`src/bfe_pkg.sv`:
```
package bfe_pkg;

   localparam int DEF_MAX_KEY_BYTES = 72;
   localparam int ROUNDS            = 16;
   localparam int P_WORDS           = ROUNDS + 2;
   localparam int P_IDX_W           = $clog2(P_WORDS);
   localparam int RND_W             = $clog2(ROUNDS);
   localparam int KEY_LEN_W         = 7;
   localparam int KEY_STEPS         = 4 * P_WORDS;
   localparam int KEY_STEP_W        = $clog2(KEY_STEPS + 1);
   localparam int BOXES             = 4;
   localparam int BOX_DEPTH         = 256;
   localparam int BOX_IDX_W         = 8;
   localparam int PAIR_P            = P_WORDS / 2;
   localparam int PAIR_TOTAL        = PAIR_P + (BOXES * BOX_DEPTH) / 2;
   localparam int PAIR_W            = $clog2(PAIR_TOTAL + 1);
   localparam int QUEUE_DEPTH       = 2;

   typedef enum logic {
      CMD_KEY   = 1'b0,
      CMD_BLOCK = 1'b1
   } cmd_type;

   typedef enum logic {
      KIND_SCHED  = 1'b0,
      KIND_CIPHER = 1'b1
   } kind_type;

   typedef enum logic [3:0] {
      ST_INIT,
      ST_IDLE,
      ST_LOAD,
      ST_KEYX,
      ST_RND_A,
      ST_RND_B,
      ST_FIN,
      ST_WR1,
      ST_WR2,
      ST_OUT
   } state_type;

   typedef struct packed {
      cmd_type                kind;
      logic                   restart;
      logic [KEY_LEN_W-1:0]   len;
      logic [31:0]            left;
      logic [31:0]            right;
   } q_entry_type;

   typedef struct packed {
      logic                   we;
      logic [KEY_LEN_W-1:0]   addr;
      logic [7:0]             data;
   } kb_wr_type;

   typedef struct packed {
      logic init_busy;
      logic sched_done;
   } core_status_type;

   localparam logic [31:0] PI_P [P_WORDS] = '{
      32'h243f6a88, 32'h85a308d3, 32'h13198a2e, 32'h03707344, 32'ha4093822, 32'h299f31d0,
      32'h082efa98, 32'hec4e6c89, 32'h452821e6, 32'h38d01377, 32'hbe5466cf, 32'h34e90c6c,
      32'hc0ac29b7, 32'hc97c50dd, 32'h3f84d5b5, 32'hb5470917, 32'h9216d5d9, 32'h8979fb1b
   };

   localparam logic [31:0] PI_S [BOXES][BOX_DEPTH] = '{
      '{
      32'hd1310ba6, 32'h98dfb5ac, 32'h2ffd72db, 32'hd01adfb7, 32'hb8e1afed, 32'h6a267e96,
      32'hba7c9045, 32'hf12c7f99, 32'h24a19947, 32'hb3916cf7, 32'h0801f2e2, 32'h858efc16,
      32'h636920d8, 32'h71574e69, 32'ha458fea3, 32'hf4933d7e, 32'h0d95748f, 32'h728eb658,
      32'h718bcd58, 32'h82154aee, 32'h7b54a41d, 32'hc25a59b5, 32'h9c30d539, 32'h2af26013,
      32'hc5d1b023, 32'h286085f0, 32'hca417918, 32'hb8db38ef, 32'h8e79dcb0, 32'h603a180e,
      32'h6c9e0e8b, 32'hb01e8a3e, 32'hd71577c1, 32'hbd314b27, 32'h78af2fda, 32'h55605c60,
      32'he65525f3, 32'haa55ab94, 32'h57489862, 32'h63e81440, 32'h55ca396a, 32'h2aab10b6,
      32'hb4cc5c34, 32'h1141e8ce, 32'ha15486af, 32'h7c72e993, 32'hb3ee1411, 32'h636fbc2a,
      32'h2ba9c55d, 32'h741831f6, 32'hce5c3e16, 32'h9b87931e, 32'hafd6ba33, 32'h6c24cf5c,
      32'h7a325381, 32'h28958677, 32'h3b8f4898, 32'h6b4bb9af, 32'hc4bfe81b, 32'h66282193,
      32'h61d809cc, 32'hfb21a991, 32'h487cac60, 32'h5dec8032, 32'hef845d5d, 32'he98575b1,
      32'hdc262302, 32'heb651b88, 32'h23893e81, 32'hd396acc5, 32'h0f6d6ff3, 32'h83f44239,
      32'h2e0b4482, 32'ha4842004, 32'h69c8f04a, 32'h9e1f9b5e, 32'h21c66842, 32'hf6e96c9a,
      32'h670c9c61, 32'habd388f0, 32'h6a51a0d2, 32'hd8542f68, 32'h960fa728, 32'hab5133a3,
      32'h6eef0b6c, 32'h137a3be4, 32'hba3bf050, 32'h7efb2a98, 32'ha1f1651d, 32'h39af0176,
      32'h66ca593e, 32'h82430e88, 32'h8cee8619, 32'h456f9fb4, 32'h7d84a5c3, 32'h3b8b5ebe,
      32'he06f75d8, 32'h85c12073, 32'h401a449f, 32'h56c16aa6, 32'h4ed3aa62, 32'h363f7706,
      32'h1bfedf72, 32'h429b023d, 32'h37d0d724, 32'hd00a1248, 32'hdb0fead3, 32'h49f1c09b,
      32'h075372c9, 32'h80991b7b, 32'h25d479d8, 32'hf6e8def7, 32'he3fe501a, 32'hb6794c3b,
      32'h976ce0bd, 32'h04c006ba, 32'hc1a94fb6, 32'h409f60c4, 32'h5e5c9ec2, 32'h196a2463,
      32'h68fb6faf, 32'h3e6c53b5, 32'h1339b2eb, 32'h3b52ec6f, 32'h6dfc511f, 32'h9b30952c,
      32'hcc814544, 32'haf5ebd09, 32'hbee3d004, 32'hde334afd, 32'h660f2807, 32'h192e4bb3,
      32'hc0cba857, 32'h45c8740f, 32'hd20b5f39, 32'hb9d3fbdb, 32'h5579c0bd, 32'h1a60320a,
      32'hd6a100c6, 32'h402c7279, 32'h679f25fe, 32'hfb1fa3cc, 32'h8ea5e9f8, 32'hdb3222f8,
      32'h3c7516df, 32'hfd616b15, 32'h2f501ec8, 32'had0552ab, 32'h323db5fa, 32'hfd238760,
      32'h53317b48, 32'h3e00df82, 32'h9e5c57bb, 32'hca6f8ca0, 32'h1a87562e, 32'hdf1769db,
      32'hd542a8f6, 32'h287effc3, 32'hac6732c6, 32'h8c4f5573, 32'h695b27b0, 32'hbbca58c8,
      32'he1ffa35d, 32'hb8f011a0, 32'h10fa3d98, 32'hfd2183b8, 32'h4afcb56c, 32'h2dd1d35b,
      32'h9a53e479, 32'hb6f84565, 32'hd28e49bc, 32'h4bfb9790, 32'he1ddf2da, 32'ha4cb7e33,
      32'h62fb1341, 32'hcee4c6e8, 32'hef20cada, 32'h36774c01, 32'hd07e9efe, 32'h2bf11fb4,
      32'h95dbda4d, 32'hae909198, 32'heaad8e71, 32'h6b93d5a0, 32'hd08ed1d0, 32'hafc725e0,
      32'h8e3c5b2f, 32'h8e7594b7, 32'h8ff6e2fb, 32'hf2122b64, 32'h8888b812, 32'h900df01c,
      32'h4fad5ea0, 32'h688fc31c, 32'hd1cff191, 32'hb3a8c1ad, 32'h2f2f2218, 32'hbe0e1777,
      32'hea752dfe, 32'h8b021fa1, 32'he5a0cc0f, 32'hb56f74e8, 32'h18acf3d6, 32'hce89e299,
      32'hb4a84fe0, 32'hfd13e0b7, 32'h7cc43b81, 32'hd2ada8d9, 32'h165fa266, 32'h80957705,
      32'h93cc7314, 32'h211a1477, 32'he6ad2065, 32'h77b5fa86, 32'hc75442f5, 32'hfb9d35cf,
      32'hebcdaf0c, 32'h7b3e89a0, 32'hd6411bd3, 32'hae1e7e49, 32'h00250e2d, 32'h2071b35e,
      32'h226800bb, 32'h57b8e0af, 32'h2464369b, 32'hf009b91e, 32'h5563911d, 32'h59dfa6aa,
      32'h78c14389, 32'hd95a537f, 32'h207d5ba2, 32'h02e5b9c5, 32'h83260376, 32'h6295cfa9,
      32'h11c81968, 32'h4e734a41, 32'hb3472dca, 32'h7b14a94a, 32'h1b510052, 32'h9a532915,
      32'hd60f573f, 32'hbc9bc6e4, 32'h2b60a476, 32'h81e67400, 32'h08ba6fb5, 32'h571be91f,
      32'hf296ec6b, 32'h2a0dd915, 32'hb6636521, 32'he7b9f9b6, 32'hff34052e, 32'hc5855664,
      32'h53b02d5d, 32'ha99f8fa1, 32'h08ba4799, 32'h6e85076a
      },
      '{
      32'h4b7a70e9, 32'hb5b32944, 32'hdb75092e, 32'hc4192623, 32'had6ea6b0, 32'h49a7df7d,
      32'h9cee60b8, 32'h8fedb266, 32'hecaa8c71, 32'h699a17ff, 32'h5664526c, 32'hc2b19ee1,
      32'h193602a5, 32'h75094c29, 32'ha0591340, 32'he4183a3e, 32'h3f54989a, 32'h5b429d65,
      32'h6b8fe4d6, 32'h99f73fd6, 32'ha1d29c07, 32'hefe830f5, 32'h4d2d38e6, 32'hf0255dc1,
      32'h4cdd2086, 32'h8470eb26, 32'h6382e9c6, 32'h021ecc5e, 32'h09686b3f, 32'h3ebaefc9,
      32'h3c971814, 32'h6b6a70a1, 32'h687f3584, 32'h52a0e286, 32'hb79c5305, 32'haa500737,
      32'h3e07841c, 32'h7fdeae5c, 32'h8e7d44ec, 32'h5716f2b8, 32'hb03ada37, 32'hf0500c0d,
      32'hf01c1f04, 32'h0200b3ff, 32'hae0cf51a, 32'h3cb574b2, 32'h25837a58, 32'hdc0921bd,
      32'hd19113f9, 32'h7ca92ff6, 32'h94324773, 32'h22f54701, 32'h3ae5e581, 32'h37c2dadc,
      32'hc8b57634, 32'h9af3dda7, 32'ha9446146, 32'h0fd0030e, 32'hecc8c73e, 32'ha4751e41,
      32'he238cd99, 32'h3bea0e2f, 32'h3280bba1, 32'h183eb331, 32'h4e548b38, 32'h4f6db908,
      32'h6f420d03, 32'hf60a04bf, 32'h2cb81290, 32'h24977c79, 32'h5679b072, 32'hbcaf89af,
      32'hde9a771f, 32'hd9930810, 32'hb38bae12, 32'hdccf3f2e, 32'h5512721f, 32'h2e6b7124,
      32'h501adde6, 32'h9f84cd87, 32'h7a584718, 32'h7408da17, 32'hbc9f9abc, 32'he94b7d8c,
      32'hec7aec3a, 32'hdb851dfa, 32'h63094366, 32'hc464c3d2, 32'hef1c1847, 32'h3215d908,
      32'hdd433b37, 32'h24c2ba16, 32'h12a14d43, 32'h2a65c451, 32'h50940002, 32'h133ae4dd,
      32'h71dff89e, 32'h10314e55, 32'h81ac77d6, 32'h5f11199b, 32'h043556f1, 32'hd7a3c76b,
      32'h3c11183b, 32'h5924a509, 32'hf28fe6ed, 32'h97f1fbfa, 32'h9ebabf2c, 32'h1e153c6e,
      32'h86e34570, 32'heae96fb1, 32'h860e5e0a, 32'h5a3e2ab3, 32'h771fe71c, 32'h4e3d06fa,
      32'h2965dcb9, 32'h99e71d0f, 32'h803e89d6, 32'h5266c825, 32'h2e4cc978, 32'h9c10b36a,
      32'hc6150eba, 32'h94e2ea78, 32'ha5fc3c53, 32'h1e0a2df4, 32'hf2f74ea7, 32'h361d2b3d,
      32'h1939260f, 32'h19c27960, 32'h5223a708, 32'hf71312b6, 32'hebadfe6e, 32'heac31f66,
      32'he3bc4595, 32'ha67bc883, 32'hb17f37d1, 32'h018cff28, 32'hc332ddef, 32'hbe6c5aa5,
      32'h65582185, 32'h68ab9802, 32'heecea50f, 32'hdb2f953b, 32'h2aef7dad, 32'h5b6e2f84,
      32'h1521b628, 32'h29076170, 32'hecdd4775, 32'h619f1510, 32'h13cca830, 32'heb61bd96,
      32'h0334fe1e, 32'haa0363cf, 32'hb5735c90, 32'h4c70a239, 32'hd59e9e0b, 32'hcbaade14,
      32'heecc86bc, 32'h60622ca7, 32'h9cab5cab, 32'hb2f3846e, 32'h648b1eaf, 32'h19bdf0ca,
      32'ha02369b9, 32'h655abb50, 32'h40685a32, 32'h3c2ab4b3, 32'h319ee9d5, 32'hc021b8f7,
      32'h9b540b19, 32'h875fa099, 32'h95f7997e, 32'h623d7da8, 32'hf837889a, 32'h97e32d77,
      32'h11ed935f, 32'h16681281, 32'h0e358829, 32'hc7e61fd6, 32'h96dedfa1, 32'h7858ba99,
      32'h57f584a5, 32'h1b227263, 32'h9b83c3ff, 32'h1ac24696, 32'hcdb30aeb, 32'h532e3054,
      32'h8fd948e4, 32'h6dbc3128, 32'h58ebf2ef, 32'h34c6ffea, 32'hfe28ed61, 32'hee7c3c73,
      32'h5d4a14d9, 32'he864b7e3, 32'h42105d14, 32'h203e13e0, 32'h45eee2b6, 32'ha3aaabea,
      32'hdb6c4f15, 32'hfacb4fd0, 32'hc742f442, 32'hef6abbb5, 32'h654f3b1d, 32'h41cd2105,
      32'hd81e799e, 32'h86854dc7, 32'he44b476a, 32'h3d816250, 32'hcf62a1f2, 32'h5b8d2646,
      32'hfc8883a0, 32'hc1c7b6a3, 32'h7f1524c3, 32'h69cb7492, 32'h47848a0b, 32'h5692b285,
      32'h095bbf00, 32'had19489d, 32'h1462b174, 32'h23820e00, 32'h58428d2a, 32'h0c55f5ea,
      32'h1dadf43e, 32'h233f7061, 32'h3372f092, 32'h8d937e41, 32'hd65fecf1, 32'h6c223bdb,
      32'h7cde3759, 32'hcbee7460, 32'h4085f2a7, 32'hce77326e, 32'ha6078084, 32'h19f8509e,
      32'he8efd855, 32'h61d99735, 32'ha969a7aa, 32'hc50c06c2, 32'h5a04abfc, 32'h800bcadc,
      32'h9e447a2e, 32'hc3453484, 32'hfdd56705, 32'h0e1e9ec9, 32'hdb73dbd3, 32'h105588cd,
      32'h675fda79, 32'he3674340, 32'hc5c43465, 32'h713e38d8, 32'h3d28f89e, 32'hf16dff20,
      32'h153e21e7, 32'h8fb03d4a, 32'he6e39f2b, 32'hdb83adf7
      },
      '{
      32'he93d5a68, 32'h948140f7, 32'hf64c261c, 32'h94692934, 32'h411520f7, 32'h7602d4f7,
      32'hbcf46b2e, 32'hd4a20068, 32'hd4082471, 32'h3320f46a, 32'h43b7d4b7, 32'h500061af,
      32'h1e39f62e, 32'h97244546, 32'h14214f74, 32'hbf8b8840, 32'h4d95fc1d, 32'h96b591af,
      32'h70f4ddd3, 32'h66a02f45, 32'hbfbc09ec, 32'h03bd9785, 32'h7fac6dd0, 32'h31cb8504,
      32'h96eb27b3, 32'h55fd3941, 32'hda2547e6, 32'habca0a9a, 32'h28507825, 32'h530429f4,
      32'h0a2c86da, 32'he9b66dfb, 32'h68dc1462, 32'hd7486900, 32'h680ec0a4, 32'h27a18dee,
      32'h4f3ffea2, 32'he887ad8c, 32'hb58ce006, 32'h7af4d6b6, 32'haace1e7c, 32'hd3375fec,
      32'hce78a399, 32'h406b2a42, 32'h20fe9e35, 32'hd9f385b9, 32'hee39d7ab, 32'h3b124e8b,
      32'h1dc9faf7, 32'h4b6d1856, 32'h26a36631, 32'heae397b2, 32'h3a6efa74, 32'hdd5b4332,
      32'h6841e7f7, 32'hca7820fb, 32'hfb0af54e, 32'hd8feb397, 32'h454056ac, 32'hba489527,
      32'h55533a3a, 32'h20838d87, 32'hfe6ba9b7, 32'hd096954b, 32'h55a867bc, 32'ha1159a58,
      32'hcca92963, 32'h99e1db33, 32'ha62a4a56, 32'h3f3125f9, 32'h5ef47e1c, 32'h9029317c,
      32'hfdf8e802, 32'h04272f70, 32'h80bb155c, 32'h05282ce3, 32'h95c11548, 32'he4c66d22,
      32'h48c1133f, 32'hc70f86dc, 32'h07f9c9ee, 32'h41041f0f, 32'h404779a4, 32'h5d886e17,
      32'h325f51eb, 32'hd59bc0d1, 32'hf2bcc18f, 32'h41113564, 32'h257b7834, 32'h602a9c60,
      32'hdff8e8a3, 32'h1f636c1b, 32'h0e12b4c2, 32'h02e1329e, 32'haf664fd1, 32'hcad18115,
      32'h6b2395e0, 32'h333e92e1, 32'h3b240b62, 32'heebeb922, 32'h85b2a20e, 32'he6ba0d99,
      32'hde720c8c, 32'h2da2f728, 32'hd0127845, 32'h95b794fd, 32'h647d0862, 32'he7ccf5f0,
      32'h5449a36f, 32'h877d48fa, 32'hc39dfd27, 32'hf33e8d1e, 32'h0a476341, 32'h992eff74,
      32'h3a6f6eab, 32'hf4f8fd37, 32'ha812dc60, 32'ha1ebddf8, 32'h991be14c, 32'hdb6e6b0d,
      32'hc67b5510, 32'h6d672c37, 32'h2765d43b, 32'hdcd0e804, 32'hf1290dc7, 32'hcc00ffa3,
      32'hb5390f92, 32'h690fed0b, 32'h667b9ffb, 32'hcedb7d9c, 32'ha091cf0b, 32'hd9155ea3,
      32'hbb132f88, 32'h515bad24, 32'h7b9479bf, 32'h763bd6eb, 32'h37392eb3, 32'hcc115979,
      32'h8026e297, 32'hf42e312d, 32'h6842ada7, 32'hc66a2b3b, 32'h12754ccc, 32'h782ef11c,
      32'h6a124237, 32'hb79251e7, 32'h06a1bbe6, 32'h4bfb6350, 32'h1a6b1018, 32'h11caedfa,
      32'h3d25bdd8, 32'he2e1c3c9, 32'h44421659, 32'h0a121386, 32'hd90cec6e, 32'hd5abea2a,
      32'h64af674e, 32'hda86a85f, 32'hbebfe988, 32'h64e4c3fe, 32'h9dbc8057, 32'hf0f7c086,
      32'h60787bf8, 32'h6003604d, 32'hd1fd8346, 32'hf6381fb0, 32'h7745ae04, 32'hd736fccc,
      32'h83426b33, 32'hf01eab71, 32'hb0804187, 32'h3c005e5f, 32'h77a057be, 32'hbde8ae24,
      32'h55464299, 32'hbf582e61, 32'h4e58f48f, 32'hf2ddfda2, 32'hf474ef38, 32'h8789bdc2,
      32'h5366f9c3, 32'hc8b38e74, 32'hb475f255, 32'h46fcd9b9, 32'h7aeb2661, 32'h8b1ddf84,
      32'h846a0e79, 32'h915f95e2, 32'h466e598e, 32'h20b45770, 32'h8cd55591, 32'hc902de4c,
      32'hb90bace1, 32'hbb8205d0, 32'h11a86248, 32'h7574a99e, 32'hb77f19b6, 32'he0a9dc09,
      32'h662d09a1, 32'hc4324633, 32'he85a1f02, 32'h09f0be8c, 32'h4a99a025, 32'h1d6efe10,
      32'h1ab93d1d, 32'h0ba5a4df, 32'ha186f20f, 32'h2868f169, 32'hdcb7da83, 32'h573906fe,
      32'ha1e2ce9b, 32'h4fcd7f52, 32'h50115e01, 32'ha70683fa, 32'ha002b5c4, 32'h0de6d027,
      32'h9af88c27, 32'h773f8641, 32'hc3604c06, 32'h61a806b5, 32'hf0177a28, 32'hc0f586e0,
      32'h006058aa, 32'h30dc7d62, 32'h11e69ed7, 32'h2338ea63, 32'h53c2dd94, 32'hc2c21634,
      32'hbbcbee56, 32'h90bcb6de, 32'hebfc7da1, 32'hce591d76, 32'h6f05e409, 32'h4b7c0188,
      32'h39720a3d, 32'h7c927c24, 32'h86e3725f, 32'h724d9db9, 32'h1ac15bb4, 32'hd39eb8fc,
      32'hed545578, 32'h08fca5b5, 32'hd83d7cd3, 32'h4dad0fc4, 32'h1e50ef5e, 32'hb161e6f8,
      32'ha28514d9, 32'h6c51133c, 32'h6fd5c7e7, 32'h56e14ec4, 32'h362abfce, 32'hddc6c837,
      32'hd79a3234, 32'h92638212, 32'h670efa8e, 32'h406000e0
      },
      '{
      32'h3a39ce37, 32'hd3faf5cf, 32'habc27737, 32'h5ac52d1b, 32'h5cb0679e, 32'h4fa33742,
      32'hd3822740, 32'h99bc9bbe, 32'hd5118e9d, 32'hbf0f7315, 32'hd62d1c7e, 32'hc700c47b,
      32'hb78c1b6b, 32'h21a19045, 32'hb26eb1be, 32'h6a366eb4, 32'h5748ab2f, 32'hbc946e79,
      32'hc6a376d2, 32'h6549c2c8, 32'h530ff8ee, 32'h468dde7d, 32'hd5730a1d, 32'h4cd04dc6,
      32'h2939bbdb, 32'ha9ba4650, 32'hac9526e8, 32'hbe5ee304, 32'ha1fad5f0, 32'h6a2d519a,
      32'h63ef8ce2, 32'h9a86ee22, 32'hc089c2b8, 32'h43242ef6, 32'ha51e03aa, 32'h9cf2d0a4,
      32'h83c061ba, 32'h9be96a4d, 32'h8fe51550, 32'hba645bd6, 32'h2826a2f9, 32'ha73a3ae1,
      32'h4ba99586, 32'hef5562e9, 32'hc72fefd3, 32'hf752f7da, 32'h3f046f69, 32'h77fa0a59,
      32'h80e4a915, 32'h87b08601, 32'h9b09e6ad, 32'h3b3ee593, 32'he990fd5a, 32'h9e34d797,
      32'h2cf0b7d9, 32'h022b8b51, 32'h96d5ac3a, 32'h017da67d, 32'hd1cf3ed6, 32'h7c7d2d28,
      32'h1f9f25cf, 32'hadf2b89b, 32'h5ad6b472, 32'h5a88f54c, 32'he029ac71, 32'he019a5e6,
      32'h47b0acfd, 32'hed93fa9b, 32'he8d3c48d, 32'h283b57cc, 32'hf8d56629, 32'h79132e28,
      32'h785f0191, 32'hed756055, 32'hf7960e44, 32'he3d35e8c, 32'h15056dd4, 32'h88f46dba,
      32'h03a16125, 32'h0564f0bd, 32'hc3eb9e15, 32'h3c9057a2, 32'h97271aec, 32'ha93a072a,
      32'h1b3f6d9b, 32'h1e6321f5, 32'hf59c66fb, 32'h26dcf319, 32'h7533d928, 32'hb155fdf5,
      32'h03563482, 32'h8aba3cbb, 32'h28517711, 32'hc20ad9f8, 32'habcc5167, 32'hccad925f,
      32'h4de81751, 32'h3830dc8e, 32'h379d5862, 32'h9320f991, 32'hea7a90c2, 32'hfb3e7bce,
      32'h5121ce64, 32'h774fbe32, 32'ha8b6e37e, 32'hc3293d46, 32'h48de5369, 32'h6413e680,
      32'ha2ae0810, 32'hdd6db224, 32'h69852dfd, 32'h09072166, 32'hb39a460a, 32'h6445c0dd,
      32'h586cdecf, 32'h1c20c8ae, 32'h5bbef7dd, 32'h1b588d40, 32'hccd2017f, 32'h6bb4e3bb,
      32'hdda26a7e, 32'h3a59ff45, 32'h3e350a44, 32'hbcb4cdd5, 32'h72eacea8, 32'hfa6484bb,
      32'h8d6612ae, 32'hbf3c6f47, 32'hd29be463, 32'h542f5d9e, 32'haec2771b, 32'hf64e6370,
      32'h740e0d8d, 32'he75b1357, 32'hf8721671, 32'haf537d5d, 32'h4040cb08, 32'h4eb4e2cc,
      32'h34d2466a, 32'h0115af84, 32'he1b00428, 32'h95983a1d, 32'h06b89fb4, 32'hce6ea048,
      32'h6f3f3b82, 32'h3520ab82, 32'h011a1d4b, 32'h277227f8, 32'h611560b1, 32'he7933fdc,
      32'hbb3a792b, 32'h344525bd, 32'ha08839e1, 32'h51ce794b, 32'h2f32c9b7, 32'ha01fbac9,
      32'he01cc87e, 32'hbcc7d1f6, 32'hcf0111c3, 32'ha1e8aac7, 32'h1a908749, 32'hd44fbd9a,
      32'hd0dadecb, 32'hd50ada38, 32'h0339c32a, 32'hc6913667, 32'h8df9317c, 32'he0b12b4f,
      32'hf79e59b7, 32'h43f5bb3a, 32'hf2d519ff, 32'h27d9459c, 32'hbf97222c, 32'h15e6fc2a,
      32'h0f91fc71, 32'h9b941525, 32'hfae59361, 32'hceb69ceb, 32'hc2a86459, 32'h12baa8d1,
      32'hb6c1075e, 32'he3056a0c, 32'h10d25065, 32'hcb03a442, 32'he0ec6e0e, 32'h1698db3b,
      32'h4c98a0be, 32'h3278e964, 32'h9f1f9532, 32'he0d392df, 32'hd3a0342b, 32'h8971f21e,
      32'h1b0a7441, 32'h4ba3348c, 32'hc5be7120, 32'hc37632d8, 32'hdf359f8d, 32'h9b992f2e,
      32'he60b6f47, 32'h0fe3f11d, 32'he54cda54, 32'h1edad891, 32'hce6279cf, 32'hcd3e7e6f,
      32'h1618b166, 32'hfd2c1d05, 32'h848fd2c5, 32'hf6fb2299, 32'hf523f357, 32'ha6327623,
      32'h93a83531, 32'h56cccd02, 32'hacf08162, 32'h5a75ebb5, 32'h6e163697, 32'h88d273cc,
      32'hde966292, 32'h81b949d0, 32'h4c50901b, 32'h71c65614, 32'he6c6c7bd, 32'h327a140a,
      32'h45e1d006, 32'hc3f27b9a, 32'hc9aa53fd, 32'h62a80f00, 32'hbb25bfe2, 32'h35bdd2f6,
      32'h71126905, 32'hb2040222, 32'hb6cbcf7c, 32'hcd769c2b, 32'h53113ec0, 32'h1640e3d3,
      32'h38abbd60, 32'h2547adf0, 32'hba38209c, 32'hf746ce76, 32'h77afa1c5, 32'h20756060,
      32'h85cbfe4e, 32'h8ae88dd8, 32'h7aaaf9b0, 32'h4cf9aa7e, 32'h1948c25c, 32'h02fb8a8c,
      32'h01c36ae4, 32'hd6ebe1f9, 32'h90d4f869, 32'ha65cdea0, 32'h3f09252d, 32'hc208e69f,
      32'hb74e6132, 32'hce77e25b, 32'h578fdfe3, 32'h3ac372e6
      }
   };

endpackage

```
`src/bfe_front.sv`:
```
module bfe_front
   import bfe_pkg::*;
#(
   parameter int MAX_KEY_BYTES = DEF_MAX_KEY_BYTES
) (
   input  logic            clock,
   input  logic            reset,
   input  logic            req_push,
   output logic            req_full,
   input  logic            req_command,
   input  logic [7:0]      req_key_byte,
   input  logic            req_key_last,
   input  logic            req_restart_boxes,
   input  logic [31:0]     req_block_left,
   input  logic [31:0]     req_block_right,
   input  logic            q_full,
   output logic            q_push,
   output q_entry_type     q_data,
   output kb_wr_type       kb_wr,
   input  core_status_type status
);

   localparam int KCNT_W = $clog2(MAX_KEY_BYTES + 1);

   logic [KCNT_W-1:0] key_count_ff, key_count_in;
   logic              pending_ff, pending_in;
   logic [KCNT_W-1:0] count_after;
   logic              room;
   logic              accept;

   assign req_full = q_full | pending_ff | status.init_busy;
   assign accept   = req_push & ~req_full;
   assign room     = key_count_ff < KCNT_W'(MAX_KEY_BYTES);
   assign count_after = room ? key_count_ff + KCNT_W'(1) : key_count_ff;

   always_comb begin
      kb_wr.we     = accept & (req_command == CMD_KEY) & room;
      kb_wr.addr   = KEY_LEN_W'(key_count_ff);
      kb_wr.data   = req_key_byte;
      q_data.kind    = cmd_type'(req_command);
      q_data.restart = req_restart_boxes;
      q_data.len     = KEY_LEN_W'(count_after);
      q_data.left    = req_block_left;
      q_data.right   = req_block_right;
      q_push       = accept & ((req_command == CMD_BLOCK) | req_key_last);
      key_count_in = key_count_ff;
      pending_in   = pending_ff & ~status.sched_done;
      if (accept && req_command == CMD_KEY) begin
         if (req_key_last) begin
            key_count_in = '0;
            pending_in   = 1'b1;
         end else begin
            key_count_in = count_after;
         end
      end
   end

   always_ff @(posedge clock) begin
      if (reset) begin
         key_count_ff <= '0;
         pending_ff   <= 1'b0;
      end else begin
         key_count_ff <= key_count_in;
         pending_ff   <= pending_in;
      end
   end

endmodule

```
`config.mk`:
```
export PLATFORM = sky130hd
export DESIGN_NAME = bfe_front
export DESIGN_NICKNAME = d
export VERILOG_FILES = /design/src/bfe_pkg.sv /design/src/bfe_front.sv
export SDC_FILE = /design/constraint.sdc
export NUM_CORES = 1
export LEC_CHECK = 0
export BUFFER_PORTS_ARGS = -buffer_cell sky130_fd_sc_hd__buf_2
export CAP_MARGIN = 20
export CELL_PAD_IN_SITES_DETAIL_PLACEMENT = 2
export CELL_PAD_IN_SITES_GLOBAL_PLACEMENT = 2
export CORE_MARGIN = 4
export CORE_UTILIZATION = 10
export CTS_BUF_LIST = sky130_fd_sc_hd__clkbuf_4
export DETAILED_ROUTE_END_ITERATION = 8
export GPL_ROUTABILITY_DRIVEN = 1
export PLACE_DENSITY_LB_ADDON = 0.1
export SKIP_CTS_REPAIR_TIMING = 1
export SLEW_MARGIN = 20
export SYNTH_ARGS = -nofsm -noshare
export SYNTH_HDL_FRONTEND = slang
export SYNTH_SLANG_ARGS = --single-unit
```
`constraint.sdc`:
```
create_clock -name clock -period 1.6 [get_ports clock]
set_input_delay 0.08 -clock clock [delete_from_list [all_inputs] [get_ports clock]]
set_output_delay 0.08 -clock clock [all_outputs]
set_load 0.01 [all_outputs]
```
==> results_dict.tcl, run 1 <==
set metrics [dict create \
    power.density_nw_per_um2 446 \
    fmax_ghz 0.657 \
    drive_above_1_share_pct 68.6 \
    clock-sinks 8 \
    path_cells "or4b_4, nor4_4, buf_6, a21o_1, a22o_2" \
    clock_latency_ps 260 \
    die_y_um 110 \
    crit_path_start "pending_ff" \
    dpl.hpwl_um 2230 \
    rr_worst_depth 5 \
    ys_seq_area_share_pct 15.5 \
    max_slew_margin_pct 73.5 \
    drcViolationCount 0 \
    critical_path.max_fanout 9 \
    r2r_slack_ps 80 \
    worst_pin_slew_ps 398 \
    r2r-start "pending_ff" \
    setup_violations 0 \
    arrival_ps 1730 \
    drtAntennaViolNets 0 \
    grt_pass1_wl_um 4080 \
    p_comb_share_pct 11.9 \
    rsz0062_at_grt "true" \
    start_util_pct 10.4 \
    grt_max_degree 10 \
    hold_path.class "in -> reg" \
    cts_buffers 3 \
    cts-root-buf "clkbuf_4" \
    gp_congestion 0.615 \
    finalWirelength_um 2720 \
    cp-endpoint "key_count_ff[2]" \
    cts_max_path_buffers 2 \
    clkTransAtPathRegs_ps 70 \
    slowest_delay_ps 550 \
    synth_cell_type_count 27 \
    slowest_stage "or4b_4" \
    htree_levels 1 \
    synthTopCellsByCount "74 x buf_4, 8 x dfxtp_1, 5 x a22o_2, 5 x nor2_1, 4 x a21oi_1" \
    syn_nets 205 \
    antenna_found_initial 0 \
    yosysMostFrequentCell "buf_4" \
    routedWlPerCell_um 12.4 \
    place_area_um2 832 \
    via_per_inst 2.70 \
    leakagePower_nw 0.399 \
    area_delta_synth_final_pct -9.71 \
    drv_cap 0 \
    crit_type "reg -> reg" \
    synthTopCellsByArea "buf_4 54%, dfxtp_1 16%, a22o_2 4.9%, xnor2_1 2.5%, nor4_4 2.1%" \
    status "complete, no violations" \
    nets 170 \
    drt-initial-drc-count 19 \
    clockPowerShare_pct 39.9 \
    core_um2 9910 \
    io_pins 172 \
    netlist_instances 123 \
    grt_pass1_vias 699 \
    p_int_mw 0.308 \
    startpoint_type "flip-flop" \
    switching_share_pct 25.8 \
    maxSlewViolCount 0 \
    yosys_warnings 0 \
    cts_tree "done" \
    port_buffers 25 \
    grtUsageTotal_pct 4.57 \
    end_kind "flip-flop" \
    ys_ff_latch 8 \
    n_antenna_cell 0 \
    overflow 0 \
    fin_crit_ps 1520 \
    async_flop_share_pct 0 \
    fin_area_um2 931 \
    rr_endpoint "key_count_ff[2]" \
    synth_edf_count 0 \
    hold_viol 0 \
    fin_util_pct 9.39 \
    syn-cell-area_um2 1030 \
    synth.avg_cell_area_um2 8.38 \
    finClkSkew_ps 8.79 \
    num_vias 592 \
    num_rows 36 \
    fin_setup_tns_ps 0 \
    dr.pass1.iters 2 \
    switchingPower_mw 0.107 \
    ir_drop_uv 124 \
    synth_top_area_share_pct 53.9 \
    synth-main-ff-cell "dfxtp_1" \
    cp.required_ps 1810 \
    pwr-share-seq_pct 48.2 \
    min_period_over_period_pct 95.1 \
    synth_top_area_cell "buf_4" \
    die_area_um2 12000 \
    die_width_um 110 \
]
layout make-up:
class,instances,area (um^2)
clock buffers,3,22.5
fillers,1192,8980
inverters,2,7.51
multi-input cells,39,367
flip-flops and latches,8,168
well taps,133,166
repair buffers,34,200
critical path: cells and delay by family, from the launching register on:
family                 cells  cell delay, ps
and+or+nand+nor            2             710
DFF                        1             340
AOI/OAI and AO/OA          2             240
buffers and inverters      1             170
layout by cell type, fill, tap and decap left out:
master,count
buf_2,25
buf_4,7
nor2_1,5
a22o_2,5
a21oi_1,4
dfxtp_1,4
clkbuf_4,3
dfxtp_2,3
nand4b_1,2
xnor2_2,2
inv_1,2
and3_1,2
buf_6,2
and3_2,1
xnor2_1,1
and3b_1,1
o31ai_4,1
nand2_2,1
mux2_4,1
xor2_1,1
or3_2,1
nor4b_2,1
or4b_4,1
a31o_2,1
nor4_4,1
nor2b_1,1
nor3_1,1
a21o_1,1
a32oi_1,1
nand3_2,1
mux2i_1,1
ha_4,1
dfxtp_4,1
through the flow:
step | total power, mW | hold slack (ps) | cells | worst slack (ps)
final | 0.415 | 39.6 | 219 | 77.7
after global routing | 0.442 | 49.0 | 219 | -8.59
after CTS | 0.430 | 41.9 | 218 | -83.5
after detailed placement | 0.255 | 160 | 215 | 52.3
after global placement | 0.256 | 160 | 215 | 73.9
after floorplan | 0.415 | 152 | 123 | 80.7
routing by layer:
metal	global-route usage, %	share of wire (%)
met1	4.76	37
met5	0	0
met2	7.11	47
met3	1.94	11
met4	3.83	5.2
power groups by stage:
| stage | Clock (mW) | Combinational, mW | Sequential, mW |
|---|---|---|---|
| 3_5_place_dp | 0 | 0.0495 | 0.206 |
| 3_3_place_gp | 0 | 0.0504 | 0.206 |
| 6_report | 0.166 | 0.0496 | 0.200 |
| 2_1_floorplan | 0 | 0.209 | 0.206 |
| 4_1_cts | 0.179 | 0.0498 | 0.201 |
| 5_1_grt | 0.188 | 0.0544 | 0.200 |
kinds of logic after synthesis:
logic type      Yosys count  share of synthesized area, %
xor+xnor                  4                          3.40
compound gates           13                          9.95
simple gates             19                          13.2
fa+ha+maj                 1                          1.21
buf+inv                  76                          54.6
mux                       2                          2.06
flops                     8                          15.5
sequential cells by signal, summed over array words and instances (netlist names):
name,count
key_count_ff,7
pending_ff,1
how the worst min path moves through the flow:
stage                                   start         end  cells after the start  slack, ps
final                                   reset  pending_ff                      2         40
after global routing                    reset  pending_ff                      2         50
after CTS                               reset  pending_ff                      2         40
after detailed placement  req_block_right[18]  q_data[18]                      0        160
after global placement    req_block_right[18]  q_data[18]                      0        160
after floorplan                         reset  pending_ff                      1        150
Note: power is estimated with default switching activity, not from simulation.
==> run 2: changes to the inputs <==
--- a/config.mk
+++ b/config.mk
@@ -9,11 +9,11 @@
 export CAP_MARGIN = 20
 export CELL_PAD_IN_SITES_DETAIL_PLACEMENT = 2
 export CELL_PAD_IN_SITES_GLOBAL_PLACEMENT = 2
-export CORE_MARGIN = 4
 export CORE_UTILIZATION = 10
 export CTS_BUF_LIST = sky130_fd_sc_hd__clkbuf_4
 export DETAILED_ROUTE_END_ITERATION = 8
 export GPL_ROUTABILITY_DRIVEN = 1
+export HOLD_SLACK_MARGIN = 0.02
 export PLACE_DENSITY_LB_ADDON = 0.1
 export SKIP_CTS_REPAIR_TIMING = 1
 export SLEW_MARGIN = 20
==> constraint.sdc (replaced) <==
create_clock -name clock -period 1.6 [get_ports clock]
set_input_delay 0.4 -clock clock [delete_from_list [all_inputs] [get_ports clock]]
set_output_delay 0.4 -clock clock [all_outputs]
set_load 0.01 [all_outputs]
==> run 2 against run 1 <==
  * The flow now finishes with violations (negative setup slack)
  * Final cell count rose by 4.6%
  * Total power up 0.34%
  * Fmax decreased by 16%
  * Sequential power shrank 3%
  * Routed wire length decreased by 1.5%
  * Setup slack worse by 300 ps
  * Sequential cell count unchanged
  * Critical endpoint is now q_data[65]
==> results_dict.tcl, run 2 (same netlist as run 1, synthesis figures left out) <==
set metrics [dict create \
    clock_latency_ps 250 \
    hold_path.class "in -> reg" \
    clkTransAtPathRegs_ps 60 \
    num_vias 646 \
    status "finished with violations" \
    drv_cap 0 \
    drive_above_1_share_pct 76.0 \
    arrival_ps 1420 \
    switching_share_pct 25.0 \
    largest_register_ffs 7 \
    gp_congestion 0.596 \
    fin_setup_tns_ps -1180 \
    nets 180 \
    min_from "reset" \
    htree_levels 1 \
    drt-initial-drc-count 4 \
    core_um2 9860 \
    top_register "key_count_ff" \
    hold_viol 0 \
    finalWirelength_um 2680 \
    crit_path_start "key_count_ff[4]" \
    cts_tree "done" \
    power.density_nw_per_um2 396 \
    cts-root-buf "clkbuf_4" \
    fmax_ghz 0.550 \
    rsz0062_at_grt "true" \
    die_area_um2 10700 \
    clock-sinks 8 \
    pwr-share-seq_pct 46.8 \
    r2r-start "pending_ff" \
    die_y_um 104 \
    nFillCells 1144 \
    overflow 0 \
    port_buffers 25 \
    drtAntennaViolNets 0 \
    final_cell_mix "22 x buf_2, 15 x buf_4, 7 x buf_6" \
    dpl.hpwl_um 2160 \
    place_area_um2 892 \
    largestRegisters "key_count_ff (7), pending_ff (1)" \
    layout_setup_ws_ps -218 \
    crit_type "reg -> out" \
    start_util_pct 10.5 \
    max_slew_margin_pct 82.1 \
    grt_pass1_vias 762 \
    finClkSkew_ps 1.33 \
    dr.pass1.iters 2 \
    maxSlewViolCount 0 \
    p_int_mw 0.312 \
    drcViolationCount 0 \
    p_comb_share_pct 14.9 \
    area_delta_synth_final_pct 2.06 \
    routedWlPerCell_um 11.7 \
    fin_crit_ps 1820 \
    grt_max_degree 10 \
    startpoint_type "flip-flop" \
    cts_buffers 3 \
    antenna_found_initial 0 \
    num_rows 36 \
    switchingPower_mw 0.104 \
    n_antenna_cell 0 \
    worst_pin_slew_ps 269 \
    end_kind "primary output" \
    violations "negative setup slack" \
    via_per_inst 2.82 \
    cts_max_path_buffers 2 \
    grtUsageTotal_pct 4.90 \
    fin_area_um2 1050 \
    setup_violations 11 \
    io_pins 172 \
    layout_commonest_cell "buf_2" \
    die_width_um 104 \
    critical_path.max_fanout 5 \
    ir_drop_uv 104 \
    clockPowerShare_pct 38.3 \
    grt_pass1_wl_um 4130 \
    leakagePower_nw 0.447 \
    cp.required_ps 1200 \
    min_period_over_period_pct 114 \
]
[run 2: cell types whose count changed in the layout (fill, tap and decap cells not counted), moves of 2 or more]
| cell | previous run | this run |
|---|---|---|
| buf_6 | 2 | 7 |
| buf_4 | 7 | 15 |
| buf_2 | 25 | 22 |
| dfxtp_4 | 1 | 4 |
| and3_4 | 0 | 2 |
| dfxtp_1 | 4 | 1 |
[run 2: stage by stage]
step                      cells  hold slack, ps  power (mW)  setup slack [ps]  util, %
after global placement      223             561       0.258              -118     9.04
final                       229             369       0.417              -218     10.7
after floorplan             123             472       0.415              31.2        -
after global routing        229             373       0.441              -278     10.7
after CTS                   226             365       0.427              -322     9.27
after detailed placement    223             571       0.258              -121     9.04
[run 2: area by class of cell]
type,instances,area [um^2],area share (%)
clock buffers,3,22.5,2.14
inverters,2,7.51,0.713
multi-input cells,39,375,35.7
flip-flops and latches,8,179,17.0
well taps,133,166,15.8
repair buffers,44,302,28.7
[run 2: metal layers]
layer / global-route usage (%) / up-vias / wire length, um
met2: 8.05 / 35 / 1350
met3: 1.57 / 26 / 273
met5: 0 / - / 0
met1: 4.84 / 303 / 917
met4: 4.76 / 0 / 132
li1: - / 282 / -
[run 2: path summary, 6_finish.rpt]
check / slack [ps] / cells after the start / end
worst max-delay path: -220 / 4 / q_data[65]
worst min-delay path: 370 / 2 / pending_ff
worst max register to register: -20 / 6 / key_count_ff[4]
worst min register to register: 530 / 2 / pending_ff
[run 2: worst max-delay path, stage by stage (launching register included)]
cell and delay (ps):
dfxtp_2 340, o31ai_4 240, buf_6 150, mux2_4 310, buf_6 120
[run 2: power groups by stage]
stage	combinational, mW	clock [mW]	sequential, mW
6_report	0.0621	0.159	0.195
3_3_place_gp	0.0527	0	0.205
2_1_floorplan	0.209	0	0.206
3_5_place_dp	0.0526	0	0.205
5_1_grt	0.0678	0.178	0.195
4_1_cts	0.0528	0.173	0.201
==> run 3: changes to the inputs <==
--- a/config.mk
+++ b/config.mk
@@ -5,13 +5,13 @@
 export SDC_FILE = /design/constraint.sdc
 export NUM_CORES = 1
 export LEC_CHECK = 0
-export BUFFER_PORTS_ARGS = -buffer_cell sky130_fd_sc_hd__buf_2
 export CAP_MARGIN = 20
 export CELL_PAD_IN_SITES_DETAIL_PLACEMENT = 2
 export CELL_PAD_IN_SITES_GLOBAL_PLACEMENT = 2
-export CORE_UTILIZATION = 10
+export CORE_UTILIZATION = 24
 export CTS_BUF_LIST = sky130_fd_sc_hd__clkbuf_4
 export DETAILED_ROUTE_END_ITERATION = 8
+export DONT_BUFFER_PORTS = 1
 export GPL_ROUTABILITY_DRIVEN = 1
 export HOLD_SLACK_MARGIN = 0.02
 export PLACE_DENSITY_LB_ADDON = 0.1
==> run 3 against run 2 <==
  * The flow still finishes with violations (negative setup slack)
  * Clock skew increased by 2.3 ps
  * Total power decreased by 4.8%
  * Register-to-register slack improved by 140 ps
  * Critical path type unchanged
  * Critical endpoint is now kb_wr[15]
  * Largest power group unchanged
==> results_dict.tcl, run 3 (same netlist as run 1, synthesis figures left out) <==
set metrics [dict create \
    status "finished with violations" \
    violations "negative setup slack" \
    max_slew_margin_pct 74.0 \
    worst_pin_slew_ps 391 \
    clkTransAtPathRegs_ps 60 \
    cp_common_cell "buf_4" \
    dr.pass1.iters 2 \
    fmax_ghz 0.570 \
    drcViolationCount 0 \
    grt_pass1_vias 622 \
    multi_input_area_um2 407 \
    io_pins 172 \
    place_area_um2 648 \
    dpl.hpwl_um 1830 \
    top_register "key_count_ff" \
    hold_viol 0 \
    maxSlewViolCount 0 \
    rr_worst_depth 5 \
    cp_top_family "buffers and inverters" \
    final_cell_mix "18 x buf_4, 5 x a22o_2, 5 x dfxtp_2" \
    nets 155 \
    gp_congestion 0.651 \
    clock_latency_ps 260 \
    cts-root-buf "clkbuf_4" \
    routedWlPerCell_um 20.3 \
    start_util_pct 25.4 \
    r2r_slack_ps 120 \
    whs_ps 208 \
    drive_above_1_share_pct 67.6 \
    clock-sinks 8 \
    startpoint_type "flip-flop" \
    grtUsageTotal_pct 9.95 \
    overflow 0 \
    fin_area_um2 816 \
    slowest_delay_ps 320 \
    ir_drop_uv 191 \
    nFillCells 461 \
    end_kind "primary output" \
    layout_commonest_cell "buf_4" \
    cp-endpoint "kb_wr[15]" \
    htree_levels 1 \
    crit_cells 4 \
    n_antenna_cell 0 \
    grt_pass1_wl_um 3310 \
    slowest_stage "dfxtp_2" \
    fin_crit_ps 1750 \
    critical_path.max_fanout 4 \
    via_per_inst 4.74 \
    crit_type "reg -> out" \
    leakagePower_nw 0.323 \
    rr_endpoint "key_count_ff[2]" \
    whs_path_depth 1 \
    drtAntennaViolNets 0 \
    die_width_um 67.5 \
    finalWirelength_um 2460 \
    die_y_um 67.5 \
    dp_slack_ps 36.5 \
    setup_violations 8 \
    cts_tree "done" \
    layout_setup_ws_ps -155 \
    power.density_nw_per_um2 486 \
    crit_path_start "key_count_ff[4]" \
    path_cells "o31ai_2, buf_4, buf_4, and3_4" \
    area_delta_synth_final_pct -20.9 \
    grt_max_degree 10 \
    largest_register_ffs 7 \
    num_rows 23 \
    cts_max_path_buffers 2 \
    core_um2 4060 \
    register_area_um2 170 \
    arrival_ps 1350 \
    cp_num_buf_inv 2 \
    cts_buffers 3 \
    finClkSkew_ps 3.58 \
    r2r-start "pending_ff" \
    drv_cap 0 \
    drt-initial-drc-count 11 \
    cp.required_ps 1200 \
    port_buffers 0 \
    rsz0062_at_grt "true" \
    antenna_found_initial 0 \
    die_area_um2 4560 \
    num_vias 574 \
    hold_path.class "in -> reg" \
    largestRegisters "key_count_ff (7), pending_ff (1)" \
    min_period_over_period_pct 110 \
]
run 3: cell count changes in the layout (fill, tap and decap cells not counted), moves of 2 or more:
cell,previous run,this run
buf_4,15,18
buf_6,7,1
dfxtp_4,4,1
dfxtp_2,3,5
buf_2,22,0
nor2_4,0,2
run 3: power by group:
part	switching [mW]	internal (mW)	total, mW
registers	0.00111	0.199	0.200
logic	0.0181	0.0157	0.0338
clock network	0.0765	0.0864	0.163
total	0.0957	0.301	0.397
run 3: through the flow:
stage	cells	util, %	total power [mW]	setup TNS, ps
global route	121	20.1	0.416	-1460
detailed placement	113	16.0	0.234	0
global placement	113	16.0	0.234	0
floorplan	123	-	0.415	0
finish	121	20.1	0.397	-848
CTS	116	16.5	0.405	-1330
run 3: routing by layer:
metal / track usage, % / vias up / part of all wire, %
met5: 0 / - / 0
met4: 10.9 / 0 / 7.3
met3: 4.73 / 28 / 12
met2: 15.0 / 49 / 49
met1: 9.41 / 267 / 32
li1: - / 230 / -
run 3: cell type report:
type	instances	share of cell area, %
Multi-Input combinational cell	39	49.8
Sequential cell	8	20.9
Timing Repair Buffer	19	17.9
Tap cell	50	7.67
Clock buffer	3	2.76
Inverter	2	0.920
run 3: worst reg2reg max path, cell delays in order, from the launching register on:
cell	delay [ps]
dfxtp_2	330
or4b_4	520
nor4_4	170
buf_6	170
a21o_1	120
a22o_2	120
run 3: worst min path at each step:
| stage | endpoint | slack, ps | from |
|---|---|---|---|
| after floorplan | pending_ff | 470 | reset |
| after global placement | pending_ff | 490 | reset |
| after detailed placement | pending_ff | 480 | reset |
| after CTS | pending_ff | 200 | reset |
| after global routing | pending_ff | 200 | reset |
| final | pending_ff | 210 | reset |
